**src/design/eafp_pkg.sv**
```systemverilog
`default_nettype none

package eafp_pkg;

  // Parser phases, one-hot.
  typedef enum logic [11:0] {
    PH_WAIT     = 12'b0000_0000_0001,
    PH_LEN1     = 12'b0000_0000_0010,
    PH_LEN1_ESC = 12'b0000_0000_0100,
    PH_LEN2     = 12'b0000_0000_1000,
    PH_LEN2_ESC = 12'b0000_0001_0000,
    PH_DATA     = 12'b0000_0010_0000,
    PH_DATA_ESC = 12'b0000_0100_0000,
    PH_CK       = 12'b0000_1000_0000,
    PH_CK_ESC   = 12'b0001_0000_0000,
    PH_GOOD     = 12'b0010_0000_0000,
    PH_BAD      = 12'b0100_0000_0000,
    PH_UNEXP    = 12'b1000_0000_0000
  } phase_t;

  typedef logic [2:0] status_t;

  localparam status_t STATUS_WAIT     = 3'd0;
  localparam status_t STATUS_IN_FRAME = 3'd1;
  localparam status_t STATUS_GOOD     = 3'd2;
  localparam status_t STATUS_BAD      = 3'd3;
  localparam status_t STATUS_UNEXP    = 3'd4;

  localparam int unsigned CFG_IDX_BITS = 2;
  typedef logic [CFG_IDX_BITS-1:0] cfg_idx_t;

  localparam cfg_idx_t CFG_START_BYTE  = 2'd0;
  localparam cfg_idx_t CFG_ESCAPE_BYTE = 2'd1;
  localparam cfg_idx_t CFG_ESCAPE_MASK = 2'd2;

  localparam logic [7:0] START_BYTE_RST  = 8'h7E;
  localparam logic [7:0] ESCAPE_BYTE_RST = 8'h7D;
  localparam logic [7:0] ESCAPE_MASK_RST = 8'h20;
  localparam logic [7:0] CHECKSUM_OK     = 8'hFF;

  function automatic status_t status_of(input phase_t ph);
    status_t s;
    case (ph)
      PH_WAIT:  s = STATUS_WAIT;
      PH_GOOD:  s = STATUS_GOOD;
      PH_BAD:   s = STATUS_BAD;
      PH_UNEXP: s = STATUS_UNEXP;
      default:  s = STATUS_IN_FRAME;
    endcase
    return s;
  endfunction

endpackage

`default_nettype wire

```
**src/design/eafp_rx_if.sv**
```systemverilog
`default_nettype none

// Received byte channel.
interface eafp_rx_if;
  logic       valid;
  logic       ready;
  logic       kind;
  logic [7:0] rx_byte;

  modport source (output valid, output kind, output rx_byte, input ready);
  modport sink   (input valid, input kind, input rx_byte, output ready);
endinterface

`default_nettype wire

```
**src/design/eafp_res_if.sv**
```systemverilog
`default_nettype none

// Per-byte result channel.
interface eafp_res_if;
  logic                 valid;
  logic                 ready;
  logic                 consumed;
  logic                 data_valid;
  logic [7:0]           data_byte;
  logic [15:0]          data_index;
  logic [15:0]          frame_length;
  eafp_pkg::status_t    status;

  modport source (output valid, output consumed, output data_valid, output data_byte,
                  output data_index, output frame_length, output status, input ready);
  modport sink   (input valid, input consumed, input data_valid, input data_byte,
                  input data_index, input frame_length, input status, output ready);
endinterface

`default_nettype wire

```
**src/design/escaped_api_frame_parser.sv**
```systemverilog
// Escaped API frame parser. Bytes arrive one per transfer on rx (kind 0 = byte,
// kind 1 = restart) and every transfer gives exactly one result transfer on res,
// in order. The parser skips bytes until the start byte, reads a big-endian length
// (kept in its low LEN_BITS bits), then the payload and an 8-bit checksum; any byte
// after the start byte may be escaped. Payload bytes come out with their index; a
// frame is good when checksum plus payload sum is 0xFF. A raw start byte inside a
// frame ends it as unexpected and is reported unconsumed, so the caller re-offers it
// after a restart. Good, bad and unexpected states hold until a restart. Throughput
// is one byte per clock: the parser state and the result register update in the
// same cycle a byte is taken, and rx stays ready while a result waits as long as
// res takes it in that cycle. res.valid rises in the cycle after the rx transfer.
// Configuration (start byte, escape byte, escape mask) is written via cfg_wr_en,
// cfg_index, cfg_data; the user must write it only while no byte is in flight (the block does not enforce this).

`default_nettype none

module escaped_api_frame_parser #(
  parameter int unsigned LEN_BITS = 16
) (
  input  wire logic                       clk,
  input  wire logic                       rst,
  input  wire logic                       cfg_wr_en,
  input  wire eafp_pkg::cfg_idx_t         cfg_index,
  input  wire logic [7:0]                 cfg_data,
  eafp_rx_if.sink                         rx,
  eafp_res_if.source                      res
);

  // Configuration registers
  logic [7:0] start_byte;
  logic [7:0] escape_byte;
  logic [7:0] escape_mask;

  always_ff @(posedge clk) begin
    if (rst) begin
      start_byte  <= eafp_pkg::START_BYTE_RST;
      escape_byte <= eafp_pkg::ESCAPE_BYTE_RST;
      escape_mask <= eafp_pkg::ESCAPE_MASK_RST;
    end else if (cfg_wr_en) begin
      case (cfg_index)
        eafp_pkg::CFG_START_BYTE:  start_byte  <= cfg_data;
        eafp_pkg::CFG_ESCAPE_BYTE: escape_byte <= cfg_data;
        eafp_pkg::CFG_ESCAPE_MASK: escape_mask <= cfg_data;
        default: ;  // index with no register: write dropped
      endcase
    end
  end

  // Parser state
  eafp_pkg::phase_t    parse_phase, parse_phase_next;
  logic [LEN_BITS-1:0] length_reg, length_reg_next;
  logic [7:0]          running_sum, running_sum_next;
  logic [15:0]         payload_pos, payload_pos_next;

  // Result register
  logic                out_valid;
  logic                consumed, consumed_next;
  logic                data_valid, data_valid_next;
  logic [7:0]          data_byte, data_byte_next;
  logic [15:0]         data_index, data_index_next;
  logic [15:0]         frame_length;
  eafp_pkg::status_t   status;

  logic        rx_take;
  logic [7:0]  b;
  logic [7:0]  ub;
  logic        is_data;
  logic        escaped;
  logic [15:0] pos_inc;

  // Result slot is free when empty or being drained this cycle.
  assign rx.ready = !out_valid || res.ready;
  assign rx_take  = rx.valid && rx.ready;

  assign b       = rx.rx_byte;
  assign ub      = rx.rx_byte ^ escape_mask;
  assign pos_inc = payload_pos + 16'd1;

  // Judges the checksum byte against the payload sum.
  function automatic eafp_pkg::phase_t judge(input logic [7:0] ck, input logic [7:0] sum);
    logic [7:0] tot;
    tot = ck + sum;
    return (tot == eafp_pkg::CHECKSUM_OK) ? eafp_pkg::PH_GOOD : eafp_pkg::PH_BAD;
  endfunction

  always_comb begin
    parse_phase_next = parse_phase;
    length_reg_next  = length_reg;
    running_sum_next = running_sum;
    payload_pos_next = payload_pos;
    consumed_next    = 1'b0;
    data_valid_next  = 1'b0;
    data_byte_next   = 8'd0;
    data_index_next  = 16'd0;
    is_data          = 1'b0;
    escaped          = 1'b0;

    if (rx.kind) begin
      // restart: only the phase moves, the rest is cleared at the next start byte
      parse_phase_next = eafp_pkg::PH_WAIT;
    end else if (parse_phase == eafp_pkg::PH_WAIT) begin
      consumed_next = 1'b1;
      if (b == start_byte) begin
        parse_phase_next = eafp_pkg::PH_LEN1;
        length_reg_next  = '0;
        running_sum_next = 8'd0;
        payload_pos_next = 16'd0;
      end
    end else if (parse_phase == eafp_pkg::PH_GOOD || parse_phase == eafp_pkg::PH_BAD ||
                 parse_phase == eafp_pkg::PH_UNEXP) begin
      // done: hold until restart
    end else if (b == start_byte) begin
      parse_phase_next = eafp_pkg::PH_UNEXP;
    end else begin
      consumed_next = 1'b1;
      case (parse_phase)
        eafp_pkg::PH_LEN1: begin
          if (b == escape_byte) begin
            parse_phase_next = eafp_pkg::PH_LEN1_ESC;
          end else begin
            length_reg_next  = LEN_BITS'({b, 8'd0});
            parse_phase_next = eafp_pkg::PH_LEN2;
          end
        end
        eafp_pkg::PH_LEN1_ESC: begin
          length_reg_next  = LEN_BITS'({ub, 8'd0});
          parse_phase_next = eafp_pkg::PH_LEN2;
        end
        eafp_pkg::PH_LEN2: begin
          if (b == escape_byte) begin
            parse_phase_next = eafp_pkg::PH_LEN2_ESC;
          end else begin
            length_reg_next  = length_reg + LEN_BITS'(b);
            parse_phase_next = (length_reg_next == '0) ? eafp_pkg::PH_CK : eafp_pkg::PH_DATA;
          end
        end
        eafp_pkg::PH_LEN2_ESC: begin
          length_reg_next  = length_reg + LEN_BITS'(ub);
          parse_phase_next = (length_reg_next == '0) ? eafp_pkg::PH_CK : eafp_pkg::PH_DATA;
        end
        eafp_pkg::PH_DATA: begin
          if (b == escape_byte) begin
            parse_phase_next = eafp_pkg::PH_DATA_ESC;
          end else begin
            data_byte_next = b;
            is_data        = 1'b1;
          end
        end
        eafp_pkg::PH_DATA_ESC: begin
          data_byte_next = ub;
          is_data        = 1'b1;
          escaped        = 1'b1;
        end
        eafp_pkg::PH_CK: begin
          if (b == escape_byte) begin
            parse_phase_next = eafp_pkg::PH_CK_ESC;
          end else begin
            parse_phase_next = judge(b, running_sum);
          end
        end
        default: begin  // escaped checksum
          parse_phase_next = judge(ub, running_sum);
        end
      endcase

      if (is_data) begin
        data_valid_next  = 1'b1;
        data_index_next  = payload_pos;
        running_sum_next = running_sum + data_byte_next;
        payload_pos_next = pos_inc;
        if (pos_inc == 16'(length_reg)) begin
          parse_phase_next = eafp_pkg::PH_CK;
        end else if (escaped) begin
          parse_phase_next = eafp_pkg::PH_DATA;
        end
      end
    end
  end

  // State and valid flag
  always_ff @(posedge clk) begin
    if (rst) begin
      parse_phase <= eafp_pkg::PH_WAIT;
      length_reg  <= '0;
      running_sum <= 8'd0;
      payload_pos <= 16'd0;
      out_valid   <= 1'b0;
    end else begin
      if (rx_take) begin
        parse_phase <= parse_phase_next;
        length_reg  <= length_reg_next;
        running_sum <= running_sum_next;
        payload_pos <= payload_pos_next;
        out_valid   <= 1'b1;
      end else if (res.ready) begin
        out_valid   <= 1'b0;
      end
    end
  end

  // Result payload, loaded with each accepted byte
  always_ff @(posedge clk) begin
    if (rx_take) begin
      consumed     <= consumed_next;
      data_valid   <= data_valid_next;
      data_byte    <= data_byte_next;
      data_index   <= data_index_next;
      frame_length <= 16'(length_reg_next);
      status       <= eafp_pkg::status_of(parse_phase_next);
    end
  end

  assign res.valid        = out_valid;
  assign res.consumed     = consumed;
  assign res.data_valid   = data_valid;
  assign res.data_byte    = data_byte;
  assign res.data_index   = data_index;
  assign res.frame_length = frame_length;
  assign res.status       = status;

endmodule

`default_nettype wire

```
**src/flat_wrapper.sv**
```systemverilog
// flat-port wrapper written by rule: the top's interface ports become plain ports
module escaped_api_frame_parser_flat 
#(
  parameter int unsigned LEN_BITS = 16
)
  (clk, rst, cfg_wr_en, cfg_index, cfg_data, rx_valid, rx_kind, rx_rx_byte, rx_ready, res_valid, res_consumed, res_data_valid, res_data_byte, res_data_index, res_frame_length, res_status, res_ready);
  eafp_rx_if rx_i ();
  eafp_res_if res_i ();
  input  wire logic clk;
  input  wire logic rst;
  input  wire logic cfg_wr_en;
  input  wire eafp_pkg::cfg_idx_t cfg_index;
  input  wire logic [7:0] cfg_data;
  input wire logic [$bits(rx_i.valid)-1:0] rx_valid;
  input wire logic [$bits(rx_i.kind)-1:0] rx_kind;
  input wire logic [$bits(rx_i.rx_byte)-1:0] rx_rx_byte;
  output wire logic [$bits(rx_i.ready)-1:0] rx_ready;
  output wire logic [$bits(res_i.valid)-1:0] res_valid;
  output wire logic [$bits(res_i.consumed)-1:0] res_consumed;
  output wire logic [$bits(res_i.data_valid)-1:0] res_data_valid;
  output wire logic [$bits(res_i.data_byte)-1:0] res_data_byte;
  output wire logic [$bits(res_i.data_index)-1:0] res_data_index;
  output wire logic [$bits(res_i.frame_length)-1:0] res_frame_length;
  output wire logic [$bits(res_i.status)-1:0] res_status;
  input wire logic [$bits(res_i.ready)-1:0] res_ready;
  assign rx_i.valid = rx_valid;
  assign rx_i.kind = rx_kind;
  assign rx_i.rx_byte = rx_rx_byte;
  assign rx_ready = rx_i.ready;
  assign res_valid = res_i.valid;
  assign res_consumed = res_i.consumed;
  assign res_data_valid = res_i.data_valid;
  assign res_data_byte = res_i.data_byte;
  assign res_data_index = res_i.data_index;
  assign res_frame_length = res_i.frame_length;
  assign res_status = res_i.status;
  assign res_i.ready = res_ready;
  escaped_api_frame_parser #(.LEN_BITS(LEN_BITS)) u_core (.clk(clk), .rst(rst), .cfg_wr_en(cfg_wr_en), .cfg_index(cfg_index), .cfg_data(cfg_data), .rx(rx_i), .res(res_i));
endmodule
```
**config.mk**
```make
export PLATFORM = sky130hd
export DESIGN_NAME = escaped_api_frame_parser_flat
export DESIGN_NICKNAME = d
export VERILOG_FILES = /design/src/design/eafp_pkg.sv /design/src/design/eafp_rx_if.sv /design/src/design/eafp_res_if.sv /design/src/design/escaped_api_frame_parser.sv /design/src/flat_wrapper.sv
export SDC_FILE = /design/constraint.sdc
export NUM_CORES = 1
export LEC_CHECK = 0
export BUFFER_PORTS_ARGS = -buffer_cell sky130_fd_sc_hd__buf_2
export CAP_MARGIN = 40
export CORE_UTILIZATION = 40
export CTS_BUF_LIST = sky130_fd_sc_hd__clkbuf_16
export DETAILED_ROUTE_END_ITERATION = 10
export HOLD_SLACK_MARGIN = 0.08
export SYNTH_ARGS = -nofsm -noshare
export SYNTH_HDL_FRONTEND = slang
export SYNTH_SLANG_ARGS = --single-unit
```
**constraint.sdc**
```tcl
create_clock -name clk -period 10.15 [get_ports clk]
set_input_delay 0.5075 -clock clk [delete_from_list [all_inputs] [get_ports clk]]
set_output_delay 0.5075 -clock clk [all_outputs]
set_load 0.01 [all_outputs]
```
==> out/qor.csv, run 1 <==
metric,value,unit
synth_xor_xnor_area_share,9.59,%
fmax,229,MHz
dieHeight,148,um
numCtsBuffers,17,
grt_usage,23.6,%
synth.top_cell.area_share,18.2,%
finClkSkew,0.00875,ns
row_count,52,
dpl.hpwl,18.1,mm
hp-class,in -> reg,
wl_per_cell,18.7,um
synth.most_common_cell,nor2_1,
htree_levels,4,
drv_slew,0,
synth_warnings,0,
synthCells,1004,
worst_slack,5.78,ns
hold_buffers,0,
synth_top_family_by_area,simple AND/OR/NAND/NOR gates,
grt-busiest-layer,met2,
ant_nets,0,
synth_area_leaders,"dfxtp_1 (18%), edfxtp_1 (16%), ha_1 (5.6%), xnor2_1 (5.3%), nor2_1 (5.0%)",
worstMarginPinSlew,0.900,ns
clkSlewWorstSetupHoldPaths,0.06,ns
cts.path.max_buffers,2,
setup-tns-final,0,ns
required,10.42,ns
pre_cts_slack,5.97,ns
yosys.area.top_type,dfxtp_1,
use_met1,30.5,%
path_max_fanout,19,
routed_via_density,5.82,
ir_drop,0.118,mV
arrival,4.64,ns
worstSetupPathType,reg -> reg,
place_congestion,0.926,
max_slew_margin,39.4,%
grt_pass1_vias,7330,
routed_wl,24.9,mm
die_x,148,um
powerDensity,138,nW/um2
drive_gt1_share,12.6,%
totalPowerFinal,1340,uW
max-cap-violations,0,
io_pins,71,
hold_violations,0,
synthMuxAreaShare,1.67,%
post-route-period-util,43.0,%
clkSinkCount,122,
yosys.area_share.simple,24.1,%
core,20500,um2
cts_resized,0,
p_leak,0.00373,uW
clk_latency,0.43,ns
syn2layout_area_growth,14.2,%
grt_max_degree,79,
antenna_found_initial,0,
multi_input_area,5320,um2
postCtsSetupBuffers,0,
avgSynthCellArea,8.46,um2
synthTopCellsByCount,"nor2_1 (112), nand2_1 (83), dfxtp_1 (77)",
first_iter_violations,560,
synth_edf_count,45,
dieArea,21800,um2
synth-compound-area-share,20.2,%
initial_utilization,41.4,%
synthFlopType,dfxtp_1,
rsz0062_at_grt,false,
grt_pass1_wl,40.0,mm
nets,1111,
antenna_cells,0,
status,"finished, final reports clean",
synth.distinct_cells,73,
drc_errors,0,
syn_area,8490,um2
cts_tree,built,
ys_seq_area_share,34.1,%
async_reset_ff_share,0,%
cts_root_buf,clkbuf_16,
cp-start-kind,register,
fin_crit,4.37,ns
fillCellCount,2005,
syn-num-nets,1071,
first_pass_iters,5,
met2_usage,39.1,%
io_buffers,70,
grt_util_met3,3.36,%
report.final.setup_viol,0,
crit_path_end_kind,register,
grt_overflow,0,
synth_seq_cells,122,
num_vias,7715,
register_area,2890,um2
synthAdderAreaFrac,6.78,%
[cells by family after synthesis]
logic type	Yosys count
AO/OA/AOI/OAI	265
flip-flops	122
multiplexers	14
buffers and inverters	78
adder cells (fa/ha/maj)	43
AND/OR/NAND/NOR	389
XOR/XNOR	93
[layer usage]
metal  up-vias  routed length, um  share of wire [%]
li1       3742                  -                  -
met1      3655              11300                 45
met2       267              11600                 47
met3        51               1230                4.9
met4         0                779                3.1
met5         -                  0                  0
[area by class of cell]
class,count,share of cell area (%)
clock buffers,17,4.39
clock inverters,14,1.96
inverters,16,0.620
multi-input cells,804,54.9
flip-flops and latches,122,29.8
well taps,270,3.48
repair buffers,83,4.79
[worst max-delay path, cell delays in order, from the launching register on]
cell and delay [ns]:
dfxtp_1 0.40, nor4_2 0.55, nand4_1 0.78, o21ai_0 0.72, ha_1 0.33, a21o_1 0.16
a21oi_1 0.21, nor2b_1 0.07, o21a_1 0.18, o41ai_1 0.31, xnor2_1 0.18, mux2i_1 0.22
a21oi_1 0.08
[report_power, final]
part	switching, uW	leakage [uW]	total (uW)	internal [uW]
clock	222	0.000316	648	427
combinational	99.4	0.00234	156	56.5
sequential	11.6	0.00108	535	524
total	333	0.00373	1340	1010
[metrics by stage]
step | hold WS (ns) | cells | cell area (um2) | utilization, %
after floorplan | 0.448 | 1004 | 8490 | -
after global placement | 0.458 | 1289 | 9020 | 44.0
after detailed placement | 0.467 | 1295 | 9080 | 44.3
after CTS | 0.311 | 1326 | 9690 | 47.3
after global routing | 0.328 | 1326 | 9690 | 47.3
final | 0.314 | 1326 | 9690 | 47.3
[cells in the final DEF (no fill, tap or decap), types with 12 or more instances in the layout]
cell and n:
and2_1 30, o21ai_0 71, xnor2_1 51, nand3b_1 16, nand2b_1 15, nor3_1 18, o211ai_1 13, inv_1 19
edfxtp_1 45, dfxtp_1 77, a22oi_1 13, a21oi_1 68, nand4_1 18, mux2i_1 13, clkbuf_16 17, nand2_1 83
a211oi_1 12, xor2_1 42, ha_1 38, a21o_1 12, buf_2 71, nand3_1 14, nor2_1 112
[path summary, 6_finish.rpt]
| kind | startpoint | end | slack (ns) | cells past startpoint |
|---|---|---|---|---|
| max reg2reg | u_core.parse_phase[0]$_SDFFE_PP1P_ | u_core.running_sum[7]$_SDFFE_PP0P_ | 5.78 | 12 |
| min | cfg_data[4] | u_core.start_byte[4]$_SDFFE_PP1P_ | 0.31 | 2 |
| max | u_core.parse_phase[0]$_SDFFE_PP1P_ | u_core.running_sum[7]$_SDFFE_PP0P_ | 5.78 | 12 |
| min reg2reg | u_core.escape_byte[1]$_SDFFE_PP0P_ | u_core.escape_byte[1]$_SDFFE_PP0P_ | 0.47 | 2 |
Power figures use the tool's default switching activity.
==> run 2, diff against run 1 <==
- clock period: 10.15 -> 3.65 ns (I/O delays scaled with it)
==> out/qor.csv, run 2 (same netlist as run 1, synthesis figures left out) <==
metric,value,unit
initial_utilization,41.4,%
io_pins,71,
setup-tns-final,0,ns
worst_slack,0.292,ns
antenna_found_initial,0,
drv_slew,0,
cts.path.max_buffers,2,
ant_nets,0,
fin_crit,3.36,ns
grt_max_degree,36,
whs_path_depth,2,
ir_drop,0.298,mV
drc_errors,0,
final_core_util,48.8,%
intPower,2680,uW
fmax,298,MHz
grt_util_met3,4.88,%
powerDensity,364,nW/um2
layout_commonest_cell,nor2_1,
met2_usage,39.2,%
clk_latency,0.43,ns
hp-class,in -> reg,
seq_power_share,40.8,%
crit_path_end_kind,register,
hold_violations,0,
cp_common_cell,a21oi_1,
cts_tree,built,
combPwrFrac,12.9,%
core,20500,um2
pre_cts_slack,0.269,ns
place_congestion,0.950,
dieArea,21800,um2
worst_path_max_delay_cell,o21ai_0,
cp-start-kind,register,
die_x,148,um
wl_per_cell,18.7,um
clkSlewWorstSetupHoldPaths,0.06,ns
arrival,3.65,ns
clkSinkCount,122,
report.final.setup_viol,0,
drive_gt1_share,15.3,%
use_met1,30.6,%
first_iter_violations,672,
grt_pass1_wl,40.2,mm
worstSetupPathType,reg -> reg,
finClkSkew,0.0166,ns
path_max_fanout,16,
max_slew_margin,46.1,%
path_cells,nor4_4 > nand4_1 > buf_4 > o21ai_0 > ha_1 > a21oi_1 > nor2b_1 > o21a_1 > o41ai_2 > xnor2_1 > mux2i_1 > a21oi_1,
dpl.cell_count,1329,
mostFrequentLayoutCells,"nor2_1 (112), nand2_1 (83), dfxtp_1 (77), buf_2 (70), o21ai_0 (69)",
switchingPower,955,uW
dpl.hpwl,18.9,mm
io_buffers,70,
worstMarginPinSlew,0.808,ns
numCtsBuffers,17,
routed_via_density,5.78,
p_clk_share,46.3,%
grt_usage,23.9,%
p_sw_share,26.2,%
rsz0062_at_grt,false,
syn2layout_area_growth,17.8,%
max_stage_delay,0.38,ns
htree_levels,4,
post-route-period-util,92.0,%
grt_overflow,0,
row_count,52,
antenna_cells,0,
totalPowerFinal,3640,uW
required,3.94,ns
max-cap-violations,0,
routed_wl,25.6,mm
dieHeight,148,um
status,"finished, final reports clean",
p_leak,0.00393,uW
layoutNonFillerInstCount,1371,
num_vias,7930,
grt-busiest-layer,met2,
cts_root_buf,clkbuf_16,
nets,1155,
r2r_cells,12,
grt_pass1_vias,7343,
first_pass_iters,5,
-- run 2: path summary, 6_finish.rpt --
kind                                       start                                  to  slack (ns)
max reg2reg  u_core.parse_phase[11]$_SDFFE_PP0P_  u_core.running_sum[7]$_SDFFE_PP0P_        0.29
min                                      rx_kind   u_core.res.consumed$_SDFFCE_PP0P_        0.09
max          u_core.parse_phase[11]$_SDFFE_PP0P_  u_core.running_sum[7]$_SDFFE_PP0P_        0.29
min reg2reg   u_core.escape_byte[1]$_SDFFE_PP0P_  u_core.escape_byte[1]$_SDFFE_PP0P_        0.48
-- run 2: metrics by stage --
| step | area [um2] | hold WS (ns) |
|---|---|---|
| CTS | 9990 | 0.0910 |
| detailed placement | 9300 | 0.436 |
| floorplan | 8490 | 0.300 |
| global placement | 9300 | 0.431 |
| global route | 10000 | 0.100 |
| finish | 10000 | 0.0928 |
-- run 2: power groups by stage --
stage,sequential [uW],combinational (uW),clock (uW)
CTS,1480,465,1710
global placement,1510,455,0
floorplan,1520,284,0
detailed placement,1510,454,0
global route,1490,512,1770
finish,1480,469,1690
-- run 2: layout make-up --
class	instances	area, um2
fillers	1983	10500
flip-flops and latches	122	2890
clock buffers	20	500
inverters	16	60.1
well taps	270	338
clock inverters	12	88.8
repair buffers	127	803
multi-input cells	804	5320
-- run 2: per-layer routing --
layer,routed length (um),vias up
li1,-,3822
met5,0,-
met2,12100,303
met1,11200,3742
met3,1560,63
met4,805,0
-- run 2: timing repair --
action                     in CTS  in global routing
buffers inserted                0                  0
hold endpoints to repair       24                  0
gates resized for setup         0                  4
setup endpoints to repair       0                  3
hold buffers                   10                  0
-- run 2: worst max-delay path: cells and delay by family, from the launching register on --
family	cells	cell delay, ns
AOI/OAI and AO/OA	5	1.15
and+or+nand+nor	3	0.71
DFF	1	0.37
adders and majority gates	1	0.34
buffers and inverters	1	0.27
muxes	1	0.20
xor gates and xnor gates	1	0.18
